### config.mk
export PLATFORM = sky130hd
export DESIGN_NAME = bpc_fifo
export DESIGN_NICKNAME = d
export VERILOG_FILES = /design/src/rtl/bpc_pkg.sv /design/src/rtl/bpc_fifo.sv
export SDC_FILE = /design/constraint.sdc
export NUM_CORES = 1
export LEC_CHECK = 0
export BUFFER_PORTS_ARGS = -buffer_cell sky130_fd_sc_hd__buf_2
export CAP_MARGIN = 20
export CORE_UTILIZATION = 44
export DETAILED_ROUTE_END_ITERATION = 6
export GPL_TIMING_DRIVEN = 1
export RECOVER_POWER = 50
export SLEW_MARGIN = 5
export SYNTH_ARGS = -nofsm -noshare
export SYNTH_HDL_FRONTEND = slang
export SYNTH_SLANG_ARGS = --single-unit
### constraint.sdc
create_clock -name clk -period 5.3 [get_ports clk]
set_input_delay 0.795 -clock clk [delete_from_list [all_inputs] [get_ports clk]]
set_output_delay 0.795 -clock clk [all_outputs]
set_load 0.03 [all_outputs]
### src/rtl/bpc_pkg.sv
`timescale 1ns / 1ps
package bpc_pkg;

	localparam int DataW   = 32;
	localparam int HalfW   = 16;
	localparam int DivSteps = DataW;
	localparam int CfgIdxW = 3;
	localparam int FifoDepth = 4;
	localparam int FifoPtrW  = $clog2(FifoDepth);

	localparam logic [CfgIdxW-1:0] CfgAc1Ac2 = 3'd0;
	localparam logic [CfgIdxW-1:0] CfgAc3Ac4 = 3'd1;
	localparam logic [CfgIdxW-1:0] CfgAc5Ac6 = 3'd2;
	localparam logic [CfgIdxW-1:0] CfgB1B2   = 3'd3;
	localparam logic [CfgIdxW-1:0] CfgMcMd   = 3'd4;
	localparam logic [CfgIdxW-1:0] CfgOss    = 3'd5;

	localparam logic [DataW-1:0] TempOffset  = 32'd4000;
	localparam logic [DataW-1:0] HalfScale   = 32'd32768;
	localparam logic [DataW-1:0] PressScale  = 32'd50000;
	localparam logic [DataW-1:0] CoefSquare  = 32'd3038;
	localparam logic [DataW-1:0] CoefLinear  = 32'hFFFF_E343;  // -7357
	localparam logic [DataW-1:0] CoefOffset  = 32'd3791;

	typedef struct packed {
		logic [15:0] raw_temp;
		logic [23:0] raw_press_bytes;
	} req_t;

	typedef struct packed {
		logic signed [31:0] temp_tenths;
		logic signed [31:0] pressure_pa;
		logic               div_fault;
	} rsp_t;

	// calibration words, each already extended to the datapath width
	typedef struct packed {
		logic [DataW-1:0] ac1;
		logic [DataW-1:0] ac2;
		logic [DataW-1:0] ac3;
		logic [DataW-1:0] ac4;
		logic [DataW-1:0] ac5;
		logic [DataW-1:0] ac6;
		logic [DataW-1:0] b1;
		logic [DataW-1:0] b2;
		logic [DataW-1:0] mc;
		logic [DataW-1:0] md;
		logic [1:0]       oss;
	} cal_t;

	// queue entry between front and back
	typedef struct packed {
		logic [DataW-1:0] diff;
		logic [DataW-1:0] up;
		logic [1:0]       oss;
	} work_t;

	// sideband that rides along a divider
	typedef struct packed {
		logic [DataW-1:0] a;
		logic [DataW-1:0] b;
		logic [1:0]       oss;
		logic             f;
		logic             g;
	} side_t;

	function automatic logic [DataW-1:0] asr(input logic [DataW-1:0] v, input int k);
		logic signed [DataW-1:0] s;
		s = $signed(v) >>> k;
		return s;
	endfunction

	function automatic logic [DataW-1:0] sx16(input logic [HalfW-1:0] v);
		return {{(DataW-HalfW){v[HalfW-1]}}, v};
	endfunction

	function automatic logic [DataW-1:0] zx16(input logic [HalfW-1:0] v);
		return {{(DataW-HalfW){1'b0}}, v};
	endfunction

endpackage

### src/rtl/bpc_fifo.sv
`timescale 1ns / 1ps
module bpc_fifo import bpc_pkg::*; (
	input  logic  clk,
	input  logic  arst_n,
	input  logic  push,
	input  work_t push_data,
	output logic  full,
	input  logic  pop,
	output logic  pop_valid,
	output work_t pop_data
);

	work_t                mem_q [FifoDepth];
	logic [FifoPtrW-1:0]  wptr_q, rptr_q;
	logic [FifoPtrW:0]    count_q;
	logic                 do_push, do_pop;

	always_comb begin
		full      = (count_q == (FifoPtrW+1)'(FifoDepth));
		pop_valid = (count_q != '0);
		pop_data  = mem_q[rptr_q];
		do_push   = push && !full;
		do_pop    = pop && pop_valid;
	end

	always_ff @(posedge clk or negedge arst_n) begin
		if (!arst_n) begin
			wptr_q  <= '0;
			rptr_q  <= '0;
			count_q <= '0;
		end else begin
			if (do_push) wptr_q <= wptr_q + 1'b1;
			if (do_pop) rptr_q <= rptr_q + 1'b1;
			case ({do_push, do_pop})
				2'b10:   count_q <= count_q + 1'b1;
				2'b01:   count_q <= count_q - 1'b1;
				default: count_q <= count_q;
			endcase
		end
	end

	always_ff @(posedge clk) begin
		if (do_push) mem_q[wptr_q] <= push_data;
	end

endmodule

==> results.json, run 1 <==
{
  "rows": 54,
  "fmax_mhz": 285,
  "start_util": 0.452,
  "startpoint": "rptr_q[0]",
  "rrSetupSlack_ns": 2.31,
  "grt_overflow": 0,
  "hold_path.class": "input port to asynchronous set/reset pin",
  "power_w": 0.00720,
  "p_per_area_mw_per_mm2": 616,
  "critPathLaunchType": "register",
  "tightest_slew_ns": 1.86,
  "layout-drive-gt1-share": 0.327,
  "syn_area_mm2": 0.00996,
  "synth.yosys.seq_area_share": 0.813,
  "cts_max_path_buffers": 3,
  "cp.required_ns": 4.51,
  "die_height_um": 152,
  "worstPathArrival_ns": 2.71,
  "peakVddDrop_v": 0.000353,
  "hold_buffers": 0,
  "clock_latency_ns": 0.53,
  "ioPinCount": 138,
  "period_share": 0.662,
  "cts_root_buffer": "clkbuf_16",
  "firstDrtPassIters": 6,
  "synth_nets": 458,
  "die_w_um": 152,
  "reg2reg_to": "mem_q[3][24]",
  "io_buffers": 137,
  "dr_total_vias": 4397,
  "diodes": 0,
  "final_common_cell": "edfxtp_1",
  "htreeDepth": 1,
  "final-max-slew-violation-count": 67,
  "max-cap-violations": 1,
  "track_usage": 0.156,
  "grt_antenna_before_repair": 0,
  "cts_tree": "done",
  "ys_seq_elements": 271,
  "path_max_fanout": 36,
  "globalplace.congestion": 0.658,
  "crit_type": "register to output port",
  "clk_pin_slew_ns": 0.06,
  "violations": "design-rule violations, max-capacitance violations, max-slew violations",
  "p_leak_nw": 3.84,
  "setup_tns_ns": 0,
  "cts.sinks": 271,
  "synth_warnings": 0,
  "synth_cell_type_count": 22,
  "status": "finished with violations",
  "ff2ff_path_depth": 3,
  "drt_iter0_drc": 225,
  "areaGrowthSynthToFinish_pct": 17.4,
  "cts_buffers": 29,
  "ctsResizeCount": 0,
  "drt_wl_total_mm": 17.5,
  "dieArea_mm2": 0.0232,
  "finalSetupViolCount": 0,
  "whs_ns": 0.155,
  "min_period_ns": 3.51,
  "core_mm2": 0.0220,
  "layout_common_cells": "edfxtp_1, clkbuf_1, buf_2",
  "reg2reg_from": "count_q[2]",
  "routed_via_density": 5.25,
  "grt_first_pass_wirelength_mm": 27.6,
  "dp_hpwl_mm": 9.48,
  "avgRoutedWirePerCell_um": 21.0,
  "critPathCapture": "pop_data[2]",
  "grt_pass1_vias": 4859,
  "rsz0062_at_grt": "false",
  "final_net_count": 613,
  "synth.avg_cell_area_um2": 26.1,
  "drc_errors": 10,
  "synth_cells": 382,
  "ant_nets": 0,
  "cp-end-kind": "output port",
  "relSlewSlack": -0.243,
  "cts_setup_buffers": 0,
  "finClkSkew_ns": 0.00670,
  "grt_max_degree": 68,
  "hold_violations": 0
}
==> sequential cells by signal, summed over array words and instances (netlist names) <==
register / count
wptr_q: 2
rptr_q: 2
mem_q: 264
count_q: 3
==> Yosys cell counts <==
master    number  area, um^2
buf_6          1        11.3
buf_1          3        11.3
xnor2_1        3        26.3
ha_1           5        62.6
o31a_1         1        8.76
buf_4          4        30.0
buf_12         3        60.1
and2_1         4        25.0
xor2_1         3        26.3
buf_2          4        20.0
nand2_1        1        3.75
dfrtp_1        7         175
mux4_2        66        1490
edfxtp_1     264        7930
nor2b_1        1        6.26
mux2_2         1        11.3
mux2i_1        1        10.0
nor2_1         1        3.75
or3_1          1        6.26
inv_1          6        22.5
fa_1           1        20.0
nor3b_1        1        7.51
==> worst min path at each step <==
| stage | cells after the start | to | slack (ns) | startpoint |
|---|---|---|---|---|
| finish | 1 | count_q[2] | 0.16 | arst_n |
| global route | 1 | count_q[2] | 0.16 | arst_n |
| CTS | 1 | count_q[2] | 0.07 | arst_n |
| detailed placement | 1 | count_q[2] | 0.50 | count_q[2] |
| global placement | 1 | count_q[2] | 0.48 | count_q[2] |
| floorplan | 1 | count_q[2] | 0.47 | count_q[2] |
==> worst max-delay path, cell delays in order, from the launching register on <==
cell,delay (ns)
dfrtp_4,0.91
buf_4,0.48
mux4_2,0.57
buf_2,0.19
==> logic make-up after synthesis <==
group | Yosys count | synth area share
adder cells (fa/ha/maj) | 6 | 0.00829
XOR/XNOR | 6 | 0.00528
AND/OR/NAND/NOR | 9 | 0.00528
buffers and inverters | 21 | 0.0156
flip-flops | 271 | 0.813
AO/OA/AOI/OAI | 1 | 0.000879
multiplexers | 68 | 0.151
==> routing by layer <==
layer | global-route usage | up-vias | routed length (um)
li1 | - | 1941 | -
met2 | 0.260 | 114 | 8580
met4 | 0.0443 | 0 | 431
met1 | 0.202 | 2313 | 7340
met3 | 0.0412 | 29 | 1180
met5 | 0 | - | 0
==> power by group <==
| part | internal, W | switching (W) |
|---|---|---|
| logic | 0.000837 | 0.00137 |
| clock network | 0.00110 | 0.000766 |
| registers | 0.00285 | 0.000289 |
==> per-stage QoR <==
step | cells | setup WS, ns | utilization | instance area [um^2]
floorplan | 382 | 2.15 | - | 9960
global placement | 786 | 2.25 | 0.495 | 10900
detailed placement | 786 | 2.21 | 0.495 | 10900
CTS | 837 | 1.64 | 0.535 | 11800
global route | 837 | 1.56 | 0.531 | 11700
finish | 837 | 1.79 | 0.531 | 11700
==> cell type report <==
class	count	area (um^2)
well taps	280	350
clock inverters	16	134
clock buffers	35	748
inverters	6	22.5
fillers	1789	10300
flip-flops and latches	271	8110
repair buffers	139	614
multi-input cells	90	1710
No activity file was read; power rests on OpenSTA's default activity.
==> inputs of run 2 (changes only) <==
==> constraint.sdc (replaced) <==
create_clock -name clk -period 3.6 [get_ports clk]
set_input_delay 0.54 -clock clk [delete_from_list [all_inputs] [get_ports clk]]
set_output_delay 0.54 -clock clk [all_outputs]
set_load 0.03 [all_outputs]
==> run 2 against run 1 <==
The flow finishes with violations (design-rule violations). Utilization up 0.25 points. Setup slack lost 1.1 ns. Final cell count grew 0.60%. Critical path depth unchanged. Clock skew fell by 0.0020 ns. Die area unchanged. Largest power group unchanged. Highest routed layer unchanged.
==> results.json, run 2 (synthesized netlist as in run 1, its figures left out) <==
{
  "rows": 54,
  "peakVddDrop_v": 0.000505,
  "routed_via_density": 5.31,
  "worstPathArrival_ns": 2.37,
  "regMostFlops": "mem_q",
  "grt_pass1_vias": 4890,
  "track_usage": 0.155,
  "cts_setup_buffers": 0,
  "final_common_cell": "edfxtp_1",
  "cpMaxStageDelayCell": "dfrtp_4",
  "avgRoutedWirePerCell_um": 20.9,
  "ioPinCount": 138,
  "finClkSkew_ns": 0.00473,
  "cpPeakStageDelay_ns": 0.69,
  "fillers": 1728,
  "finalSetupViolCount": 0,
  "critPathBufInv": 2,
  "core_mm2": 0.0220,
  "relSlewSlack": 0.359,
  "cts_buffers": 28,
  "whs_ns": 0.270,
  "fmax_mhz": 344,
  "die_w_um": 152,
  "drc_errors": 8,
  "largest_reg_flops": 264,
  "dieArea_mm2": 0.0232,
  "ant_nets": 0,
  "dr_total_vias": 4473,
  "drt_wl_total_mm": 17.6,
  "start_util": 0.452,
  "areaGrowthSynthToFinish_pct": 17.9,
  "final_net_count": 618,
  "dp_hpwl_mm": 10.5,
  "clock_latency_ns": 0.52,
  "hold_violations": 0,
  "max-cap-violations": 0,
  "violations": "design-rule violations",
  "diodes": 0,
  "ctsResizeCount": 0,
  "rsz0062_at_grt": "false",
  "globalplace.congestion": 0.703,
  "stdcell_area_mm2": 0.0117,
  "cp-end-kind": "output port",
  "p_leak_nw": 3.86,
  "path_max_fanout": 20,
  "layout-drive-gt1-share": 0.326,
  "placed_area_mm2": 0.0110,
  "clk_pin_slew_ns": 0.06,
  "drt_iter0_drc": 214,
  "cp_cell_sequence": "buf_4 -> mux4_2 -> buf_2",
  "cts_tree": "done",
  "grt_max_degree": 39,
  "grt_overflow": 0,
  "crit_type": "register to output port",
  "setup_tns_ns": 0,
  "p_per_area_mw_per_mm2": 894,
  "htreeDepth": 1,
  "crit_family": "flip-flops",
  "grt_antenna_before_repair": 0,
  "cts_root_buffer": "clkbuf_16",
  "cp.required_ns": 3.06,
  "hold_path.class": "input port to register",
  "io_buffers": 137,
  "layout_common_cells": "edfxtp_1, clkbuf_1, buf_2",
  "reg.largest.list": "mem_q x264, count_q x3",
  "cts_max_path_buffers": 3,
  "die_height_um": 152,
  "critPathLaunchType": "register",
  "period_share": 0.808,
  "tightest_slew_ns": 0.962,
  "cts.sinks": 271,
  "firstDrtPassIters": 7,
  "status": "finished with violations",
  "final-max-slew-violation-count": 0,
  "min_period_ns": 2.91,
  "grt_first_pass_wirelength_mm": 27.4
}
==> run 2: cell types whose count changed in the layout (fill, tap and decap cells not counted) <==
cell	delta
buf_12	+6
buf_4	-1
bufinv_16	-2
clkbuf_1	+2
clkinv_1	+1
clkinv_4	-2
clkinvlp_4	+1
dlygate4sd3_1	+1
inv_6	-1
==> run 2: timing repair <==
action	4_1_cts	5_1_grt
endpoints found under the setup margin	0	0
hold endpoints to repair	7	0
hold buffers	1	0
==> run 2: final cells by class <==
cell class                      instances  area (um^2)  share of cell area
Clock buffer                           37          756              0.0643
Clock inverter                         13         58.8             0.00501
Inverter                                6         22.5             0.00192
Multi-Input combinational cell         90         1710               0.146
Sequential cell                       271         8110               0.690
Tap cell                              280          350              0.0298
Timing Repair Buffer                  145          737              0.0627
==> run 2: metrics by stage <==
| step | cells | worst slack, ns | utilization | power (W) |
|---|---|---|---|---|
| CTS | 842 | 0.609 | 0.537 | 0.0107 |
| floorplan | 382 | 0.586 | - | 0.00712 |
| finish | 842 | 0.693 | 0.533 | 0.0105 |
| global route | 842 | 0.536 | 0.533 | 0.0110 |
| detailed placement | 791 | 1.17 | 0.500 | 0.00813 |
| global placement | 791 | 1.18 | 0.500 | 0.00807 |
==> run 2: power breakdown <==
| group | leakage, nW | switching (W) | internal [W] |
|---|---|---|---|
| sequential | 2.50 | 0.000302 | 0.00418 |
| combinational | 0.963 | 0.00216 | 0.00131 |
| clock | 0.397 | 0.00110 | 0.00146 |
==> run 2: path summary, 6_finish.rpt <==
check                                    from           end  slack, ns  depth (start not counted)
worst max-delay path                rptr_q[0]   pop_data[1]       0.69                          3
worst min-delay path            push_data[33]  mem_q[3][33]       0.27                          1
worst max register to register     count_q[2]  mem_q[2][55]       0.99                          4
worst min register to register     count_q[2]    count_q[2]       0.54                          1
max in group asynchronous              arst_n     rptr_q[0]       2.77                          2
min in group asynchronous              arst_n    count_q[1]       0.50                          2
==> run 2: layer usage <==
metal	vias to the layer above	track usage	routed length [um]
li1	1951	-	-
met1	2347	0.201	7260
met2	141	0.261	8710
met3	34	0.0404	1240
met4	0	0.0428	407
met5	-	0	0
==> run 2: worst register-to-register path, delay by kind of cell, from the launching register on <==
family | cells | cell delay (ns)
buf+inv | 1 | 0.32
flops | 1 | 0.42
simple gates | 3 | 1.54
