$ cat src/rtl/bpc_pkg.sv
`timescale 1ns / 1ps
package bpc_pkg;

	localparam int DataW   = 32;
	localparam int HalfW   = 16;
	localparam int DivSteps = DataW;
	localparam int CfgIdxW = 3;
	localparam int FifoDepth = 4;
	localparam int FifoPtrW  = $clog2(FifoDepth);

	localparam logic [CfgIdxW-1:0] CfgAc1Ac2 = 3'd0;
	localparam logic [CfgIdxW-1:0] CfgAc3Ac4 = 3'd1;
	localparam logic [CfgIdxW-1:0] CfgAc5Ac6 = 3'd2;
	localparam logic [CfgIdxW-1:0] CfgB1B2   = 3'd3;
	localparam logic [CfgIdxW-1:0] CfgMcMd   = 3'd4;
	localparam logic [CfgIdxW-1:0] CfgOss    = 3'd5;

	localparam logic [DataW-1:0] TempOffset  = 32'd4000;
	localparam logic [DataW-1:0] HalfScale   = 32'd32768;
	localparam logic [DataW-1:0] PressScale  = 32'd50000;
	localparam logic [DataW-1:0] CoefSquare  = 32'd3038;
	localparam logic [DataW-1:0] CoefLinear  = 32'hFFFF_E343;  // -7357
	localparam logic [DataW-1:0] CoefOffset  = 32'd3791;

	typedef struct packed {
		logic [15:0] raw_temp;
		logic [23:0] raw_press_bytes;
	} req_t;

	typedef struct packed {
		logic signed [31:0] temp_tenths;
		logic signed [31:0] pressure_pa;
		logic               div_fault;
	} rsp_t;

	// calibration words, each already extended to the datapath width
	typedef struct packed {
		logic [DataW-1:0] ac1;
		logic [DataW-1:0] ac2;
		logic [DataW-1:0] ac3;
		logic [DataW-1:0] ac4;
		logic [DataW-1:0] ac5;
		logic [DataW-1:0] ac6;
		logic [DataW-1:0] b1;
		logic [DataW-1:0] b2;
		logic [DataW-1:0] mc;
		logic [DataW-1:0] md;
		logic [1:0]       oss;
	} cal_t;

	// queue entry between front and back
	typedef struct packed {
		logic [DataW-1:0] diff;
		logic [DataW-1:0] up;
		logic [1:0]       oss;
	} work_t;

	// sideband that rides along a divider
	typedef struct packed {
		logic [DataW-1:0] a;
		logic [DataW-1:0] b;
		logic [1:0]       oss;
		logic             f;
		logic             g;
	} side_t;

	function automatic logic [DataW-1:0] asr(input logic [DataW-1:0] v, input int k);
		logic signed [DataW-1:0] s;
		s = $signed(v) >>> k;
		return s;
	endfunction

	function automatic logic [DataW-1:0] sx16(input logic [HalfW-1:0] v);
		return {{(DataW-HalfW){v[HalfW-1]}}, v};
	endfunction

	function automatic logic [DataW-1:0] zx16(input logic [HalfW-1:0] v);
		return {{(DataW-HalfW){1'b0}}, v};
	endfunction

endpackage

$ cat src/rtl/bpc_front.sv
`timescale 1ns / 1ps
module bpc_front import bpc_pkg::*; (
	input  logic  req_valid,
	input  req_t  req,
	input  cal_t  cal,
	output logic  push,
	output work_t push_data
);

	logic [DataW-1:0] press_ext;

	always_comb begin
		press_ext       = {{(DataW-24){1'b0}}, req.raw_press_bytes};
		push            = req_valid;
		push_data.diff  = zx16(req.raw_temp) - cal.ac6;
		push_data.up    = press_ext >> (4'd8 - {2'b00, cal.oss});
		push_data.oss   = cal.oss;
	end

endmodule

$ cat config.mk
export PLATFORM = sky130hd
export DESIGN_NAME = bpc_front
export DESIGN_NICKNAME = d
export VERILOG_FILES = /design/src/rtl/bpc_pkg.sv /design/src/rtl/bpc_front.sv
export SDC_FILE = /design/constraint.sdc
export NUM_CORES = 1
export LEC_CHECK = 0
export BUFFER_PORTS_ARGS = -buffer_cell sky130_fd_sc_hd__clkbuf_2
export CAP_MARGIN = 20
export CELL_PAD_IN_SITES_DETAIL_PLACEMENT = 1
export CELL_PAD_IN_SITES_GLOBAL_PLACEMENT = 2
export CORE_AREA = 10 10 159 161
export DETAILED_ROUTE_END_ITERATION = 8
export DIE_AREA = 0 0 169 171
export PLACE_DENSITY = 0.88
export SYNTH_ARGS = -nofsm -noshare
export SYNTH_HDL_FRONTEND = slang
export SYNTH_SLANG_ARGS = --single-unit
$ cat constraint.sdc
create_clock -name vclk -period 3.4
set_input_delay 0.85 -clock vclk [all_inputs]
set_output_delay 0.85 -clock vclk [all_outputs]
set_load 0.1 [all_outputs]
==> results of run 1 <==
## final timing paths
kind | to | cells after the start
min | push | 0
max | push_data[56] | 14
## area by class of cell
type / count / share of cell area [%]
inverter: 24 / 2.13
tap: 285 / 6.07
multi-input combinational: 252 / 52.1
timing repair buffer: 230 / 39.7
## cell usage in the layout, fill, tap and decap left out, types with 4 or more instances in the layout
cell type / count
o21ai_4: 9
inv_1: 14
nor2_1: 10
buf_12: 51
a21oi_1: 8
nor2_4: 5
buf_6: 24
nand3_1: 5
clkbuf_2: 64
ha_4: 14
conb_1: 12
mux2i_4: 5
mux2i_1: 11
xnor2_2: 5
o21ai_2: 5
nand2_1: 31
a21oi_4: 12
nor3_4: 6
xnor2_4: 15
mux2_2: 4
xor2_4: 9
o21ai_1: 4
a21oi_2: 6
buf_4: 87
o211ai_1: 4
## power groups by stage
| stage | combinational (mW) | clock [mW] | sequential [mW] |
|---|---|---|---|
| CTS | 1.87 | 0 | 0 |
| global route | 2.00 | 0 | 0 |
| detailed placement | 1.80 | 0 | 0 |
| finish | 1.92 | 0 | 0 |
| floorplan | 1.18 | 0 | 0 |
| global placement | 1.78 | 0 | 0 |
## per-layer routing
| layer | GRT usage, % | wire [um] |
|---|---|---|
| met5 | 0 | 0 |
| met4 | 0.563 | 140 |
| met3 | 4.45 | 1650 |
| met2 | 14.6 | 6580 |
| met1 | 8.41 | 4530 |
## repair_timing
action                     4_1_cts  5_1_grt
pin swaps                       34       30
setup endpoints to repair       32       30
buffers inserted                12       11
resized for setup               50       52
## kinds of logic (layout without fill, tap and decap cells)
logic type      count (synthesis)  in the layout  synth area share (%)
simple gates                   91             91                  21.7
compound gates                 77             77                  26.2
buf+inv                        51            254                  13.4
xor+xnor                       29             29                  13.1
mux                            25             25                  13.4
fa+ha+maj                      18             18                  12.0
other cells                     1             12                 0.194
## per-stage QoR
step	util, %	total power [mW]	TNS (ns)	hold slack [ns]
final	26.4	1.92	-6.89	1.70
after floorplan	-	1.18	-7.57	1.90
after global routing	26.4	2.00	-8.67	1.70
after global placement	23.5	1.78	-11.33	1.70
after CTS	25.1	1.87	-6.90	1.70
after detailed placement	23.5	1.80	-11.79	1.70
==> reports/summary.log, run 1 <==
qor: pwr.max-vdd-ir-drop 0.295 mV
qor: sta.layout_min_cycle_time 3.92 ns
qor: synthesis.yosys_warnings 0
qor: sta.relative_max_transition_margin 63.6%
qor: critical_path.critPathArrivalTime 3.07 ns
qor: synthesis.netlist_area 1930 um2
qor: finish.num-fill-cells 2531
qor: finish.post-route-cell-area 5870 um2
qor: min_path.hold_path.class in2out
qor: routing.firstDrtPassIters 4
qor: pwr.intPower 0.732 mW
qor: routing.detail_route.wl_per_cell 16.3 um
qor: critical_path.critical_path.endpoint_type output pin
qor: pwr.power.density 327 nW/um2
qor: synthesis.synth_sequential_area_ratio 0%
qor: pwr.p_leak 2.44 nW
qor: pwr.pwr-share-comb 100.0%
qor: grt.grt.overflow.total 0
qor: sta.timing_max_transition_violations_final 0
qor: placement.post_dp_cell_area 5230 um2
qor: critical_path.worst_path_dominant_cell_family buffers and inverters
qor: placement.final_gp_congestion 0.826
qor: grt.grt_usage 8.09%
qor: synthesis.ys_top_cells_by_count nand2_1 (37), a21oi_1 (25), inv_1 (23), xnor2_1 (20), o21ai_0 (19)
qor: sta.finalWorstSetupSlack -0.525 ns
qor: sta.setup_repair_after_global_routing_missed_its_margin true
qor: grt.antenna_found_initial 0
qor: finish.syn2layout_area_growth 204%
qor: finish.finish.net_count 889
qor: sta.timing.final.crit_share 115%
qor: critical_path.cpMaxStageDelayCell fa_2
qor: grt.grt_pass1_wl 18900 um
qor: synthesis.netlist_instances 292
qor: synthesis.synth_largest_type_area_fraction 11.0%
qor: clocking.cts_hold_buffers 0
qor: floorplanning.row_count 55
qor: placement.placement.io_buffers 124
qor: floorplanning.initial_utilization 8.70%
qor: sta.hold_fails_final_rpt 0
qor: synthesis.yosysTopAreaCell ha_1
qor: pwr.p_switching 1.19 mW
qor: synthesis.post_synthesis_mean_instance_area 6.62 um2
qor: status.violations setup timing
qor: routing.route.detailed.vias_per_inst 3.71
qor: critical_path.cell_chain_critical_path buf_6, inv_4, ha_4, fa_2, nor2b_4, o31ai_4, a2111oi_4, buf_4, o41ai_4, buf_12, nor3_4, buf_6, xnor2_4, buf_12
qor: finish.final_layout_size_suffix_gt1_share 73.9%
qor: routing.drc 0
qor: grt.largest_net_degree_at_the_start_of_global_routing 24
qor: placement.placement.setup.worst_slack -0.889 ns
qor: placement.dp.final_hpwl 10700 um
qor: critical_path.worstPathMaxFanout 8
qor: finish.register_area 0 um2
qor: pwr.power.share.clock 0%
qor: flow_run.maxCapViolCount 0
qor: floorplanning.floorplan.die_area 28900 um2
qor: routing.antenna_violating_nets_left 0
qor: critical_path.setup.worst_path.class in2out
qor: sta.maxClockFrequency 0.255 GHz
qor: routing.wirelength 12900 um
qor: finish.layout.cells.non_filler 791
qor: finish.num_sequential 0
qor: status.outcome complete, but fails checks
qor: finish.multi_input_gate_area_in_the_final_layout 3060 um2
qor: synthesis.synth.distinct_cells 45
qor: synthesis.ys_top_cells_by_area ha_1 (11%), mux2i_1 (9.3%), xnor2_1 (9.1%)
qor: floorplanning.floorplan.die.width 169 um
qor: grt.number_of_global_route_vias_before_repair 3470
qor: pwr.swShare 61.9%
qor: critical_path.highest_cell_delay_on_the_worst_timing_path 0.38 ns
qor: floorplanning.boundary_pins 430
qor: finish.antenna_cells_inserted 0
qor: critical_path.critical_path.startpoint_type input port
qor: placement.place.detailed.instances 771
qor: floorplanning.coreArea 22200 um2
qor: synthesis.synth.most_common_cell nand2_1
qor: sta.transition_time_of_the_tightest_slew_check_pin 0.549 ns
qor: routing.num_vias 2935
qor: sta.setup_viol 24
qor: pwr.power_frac_seq 0%
qor: finish.layout.clock_buffers 0
qor: critical_path.required 2.55 ns
qor: min_path.hold_start req_valid
qor: critical_path.bufs_and_invs_on_worst_path 6
qor: routing.detailedRoute.firstIterationViolations 55
qor: critical_path.worst_setup_path_startpoint req[24]
qor: floorplanning.die_height 171 um
No activity file was read; power rests on OpenSTA's default activity.
==> inputs of run 2 (changes only) <==
==> config.mk (replaced) <==
export PLATFORM = sky130hd
export DESIGN_NAME = bpc_front
export DESIGN_NICKNAME = d
export VERILOG_FILES = /design/src/rtl/bpc_pkg.sv /design/src/rtl/bpc_front.sv
export SDC_FILE = /design/constraint.sdc
export NUM_CORES = 1
export LEC_CHECK = 0
export CAP_MARGIN = 20
export CELL_PAD_IN_SITES_DETAIL_PLACEMENT = 1
export CELL_PAD_IN_SITES_GLOBAL_PLACEMENT = 2
export CORE_AREA = 10 10 160 162
export DETAILED_ROUTE_END_ITERATION = 8
export DIE_AREA = 0 0 170 172
export DONT_BUFFER_PORTS = 1
export PLACE_DENSITY = 0.36
export SYNTH_ARGS = -nofsm -noshare
export SYNTH_HDL_FRONTEND = slang
export SYNTH_SLANG_ARGS = --single-unit
==> constraint.sdc (replaced) <==
create_clock -name vclk -period 3.9
set_input_delay 0.975 -clock vclk [all_inputs]
set_output_delay 0.975 -clock vclk [all_outputs]
set_load 0.1 [all_outputs]
==> run 2 against run 1 <==
Compared with the run above: the run still ends with setup timing left; hold slack gained 0.25 ns; first-iteration DRC count shrank 35%; combinational power shrank 25%; design area shrank 19%; flip-flop and latch count is the same; routed wire length shrank 11%; count of clock-buffer cells in the layout is the same; global-route usage shrank 0.61 points; via count shrank 19%; core utilization shrank 5.3 points; worst setup slack gained 0.38 ns; non-clock buffer count shrank 112; critical endpoint is now push_data[50]; largest power group unchanged.
==> reports/summary.log, run 2 (synthesis results as in run 1) <==
qor: routing.route.detailed.vias_per_inst 3.52
qor: finish.leading_cell_types_in_the_layout_fill_and_taps_excluded buf_4 (68), buf_12 (46), nand2_1 (37), inv_1 (17), nor2_1 (14)
qor: finish.num_sequential 0
qor: sta.timing.final.crit_share 104%
qor: critical_path.cpMostUsedCell buf_12
qor: sta.maxClockFrequency 0.247 GHz
qor: critical_path.worstSetupEndpoint push_data[50]
qor: routing.drc 0
qor: sta.layout_min_cycle_time 4.04 ns
qor: sta.setup-tns-final -1.20 ns
qor: critical_path.critPathArrivalTime 3.07 ns
qor: floorplanning.boundary_pins 430
qor: sta.setup_repair_after_global_routing_missed_its_margin true
qor: critical_path.setup.worst_path.class in2out
qor: status.outcome complete, but fails checks
qor: placement.placement.io_buffers 0
qor: critical_path.required 2.92 ns
qor: critical_path.cpMaxStageDelayCell o41ai_4
qor: floorplanning.row_count 55
qor: grt.antenna_found_initial 1
qor: sta.finalWorstSetupSlack -0.142 ns
qor: finish.multi_input_gate_area_in_the_final_layout 2770 um2
qor: finish.register_area 0 um2
qor: floorplanning.floorplan.die_area 29200 um2
qor: pwr.max-vdd-ir-drop 0.208 mV
qor: routing.detailedRoute.firstIterationViolations 36
qor: routing.antenna_violating_nets_left 0
qor: critical_path.cell_chain_critical_path inv_8, ha_4, a21oi_4, o21ai_2, a311o_1, o41ai_4, buf_6, buf_12, xor2_4, buf_12
qor: critical_path.highest_cell_delay_on_the_worst_timing_path 0.53 ns
qor: finish.num-fill-cells 2518
qor: critical_path.worst_path_dominant_cell_family compound AO/OA/AOI/OAI gates
qor: critical_path.critical_path_cell_count 10
qor: sta.timing_max_transition_violations_final 0
qor: finish.layout.clock_buffers 0
qor: floorplanning.die_height 172 um
qor: status.violations setup timing
qor: grt.number_of_global_route_vias_before_repair 2807
qor: critical_path.worst_setup_path_startpoint cal[137]
qor: grt.grt_pass1_wl 17000 um
qor: grt.groute.layer.met2.usage 10.6%
qor: flow_run.maxCapViolCount 0
qor: pwr.power.density 305 nW/um2
qor: grt.groute.layer.met3.usage 5.11%
qor: grt.grt.overflow.total 0
qor: grt.grt.met1_usage 9.61%
qor: finish.finish.net_count 777
qor: floorplanning.initial_utilization 8.65%
qor: critical_path.worstPathMaxFanout 3
qor: placement.final_gp_congestion 0.722
qor: sta.relative_max_transition_margin 44.3%
qor: placement.post_dp_cell_area 4260 um2
qor: finish.syn2layout_area_growth 144%
qor: routing.num_vias 2392
qor: sta.transition_time_of_the_tightest_slew_check_pin 0.834 ns
qor: grt.largest_net_degree_at_the_start_of_global_routing 25
qor: placement.dp.final_hpwl 10500 um
qor: finish.post-route-cell-area 4730 um2
qor: routing.wirelength 11500 um
qor: finish.final_layout_size_suffix_gt1_share 59.4%
qor: sta.hold_fails_final_rpt 0
qor: routing.firstDrtPassIters 4
qor: min_path.hold_path.class in2out
qor: routing.detail_route.wl_per_cell 17.0 um
qor: floorplanning.coreArea 22400 um2
qor: critical_path.bufs_and_invs_on_worst_path 4
qor: placement.placement.setup.worst_slack -0.692 ns
qor: finish.most_common_library_cell_in_the_layout_ignoring_fill_and_taps buf_4
qor: grt.grt_usage 7.47%
qor: grt.global_route.peak_usage_layer met2
qor: pwr.p_leak 1.85 nW
qor: floorplanning.floorplan.die.width 170 um
qor: sta.setup_viol 13
qor: critical_path.critical_path.endpoint_type output pin
qor: critical_path.critical_path.startpoint_type input port
## run 2: cell count changes in the layout (fill, tap and decap cells not counted), sizes merged
cell	previous run	this run
buf	163	118
clkbuf	67	0
diode	0	1
inv	23	22
clkinvlp	0	1
## run 2: repair_timing
item / in CTS / in global routing
resized for setup: 57 / 15
pin swaps: 25 / 16
gates cloned: 0 / 0
buffers inserted: 12 / 3
endpoints found under the setup margin: 21 / 21
hold buffers: 0 / 0
## run 2: how the worst min path moves through the flow
stage               from            end  slack, ns  depth (start not counted)
2_1_floorplan   cal[151]  push_data[55]       2.15                          1
3_3_place_gp   req_valid           push       1.95                          0
3_5_place_dp   req_valid           push       1.95                          0
4_1_cts        req_valid           push       1.95                          0
5_1_grt        req_valid           push       1.95                          0
6_report       req_valid           push       1.95                          0
## run 2: area by class of cell
type / instances / area share, %
timing repair buffer: 118 / 31.2
multi-input combinational: 252 / 58.6
inverter: 24 / 2.59
tap: 285 / 7.54
antenna: 1 / 0.0529
## run 2: layer usage
metal	share of wire, %	routed length (um)
met5	0	0
met4	0.087	10
met3	15	1770
met2	40	4660
met1	44	5100
## run 2: per-stage QoR
stage	util, %	instances	hold WS (ns)	power, mW
4_1_cts	20.7	678	1.95	1.45
3_3_place_gp	19.1	673	1.95	1.39
2_1_floorplan	-	303	2.15	0.960
5_1_grt	21.1	679	1.95	1.51
3_5_place_dp	19.1	673	1.95	1.38
6_report	21.1	680	1.95	1.44
## run 2: power breakdown
group          switching [mW]  internal, mW  leakage [nW]
combinational           0.927         0.515          1.85
sequential                  0             0             0
clock                       0  0.0000000358    0.00000634
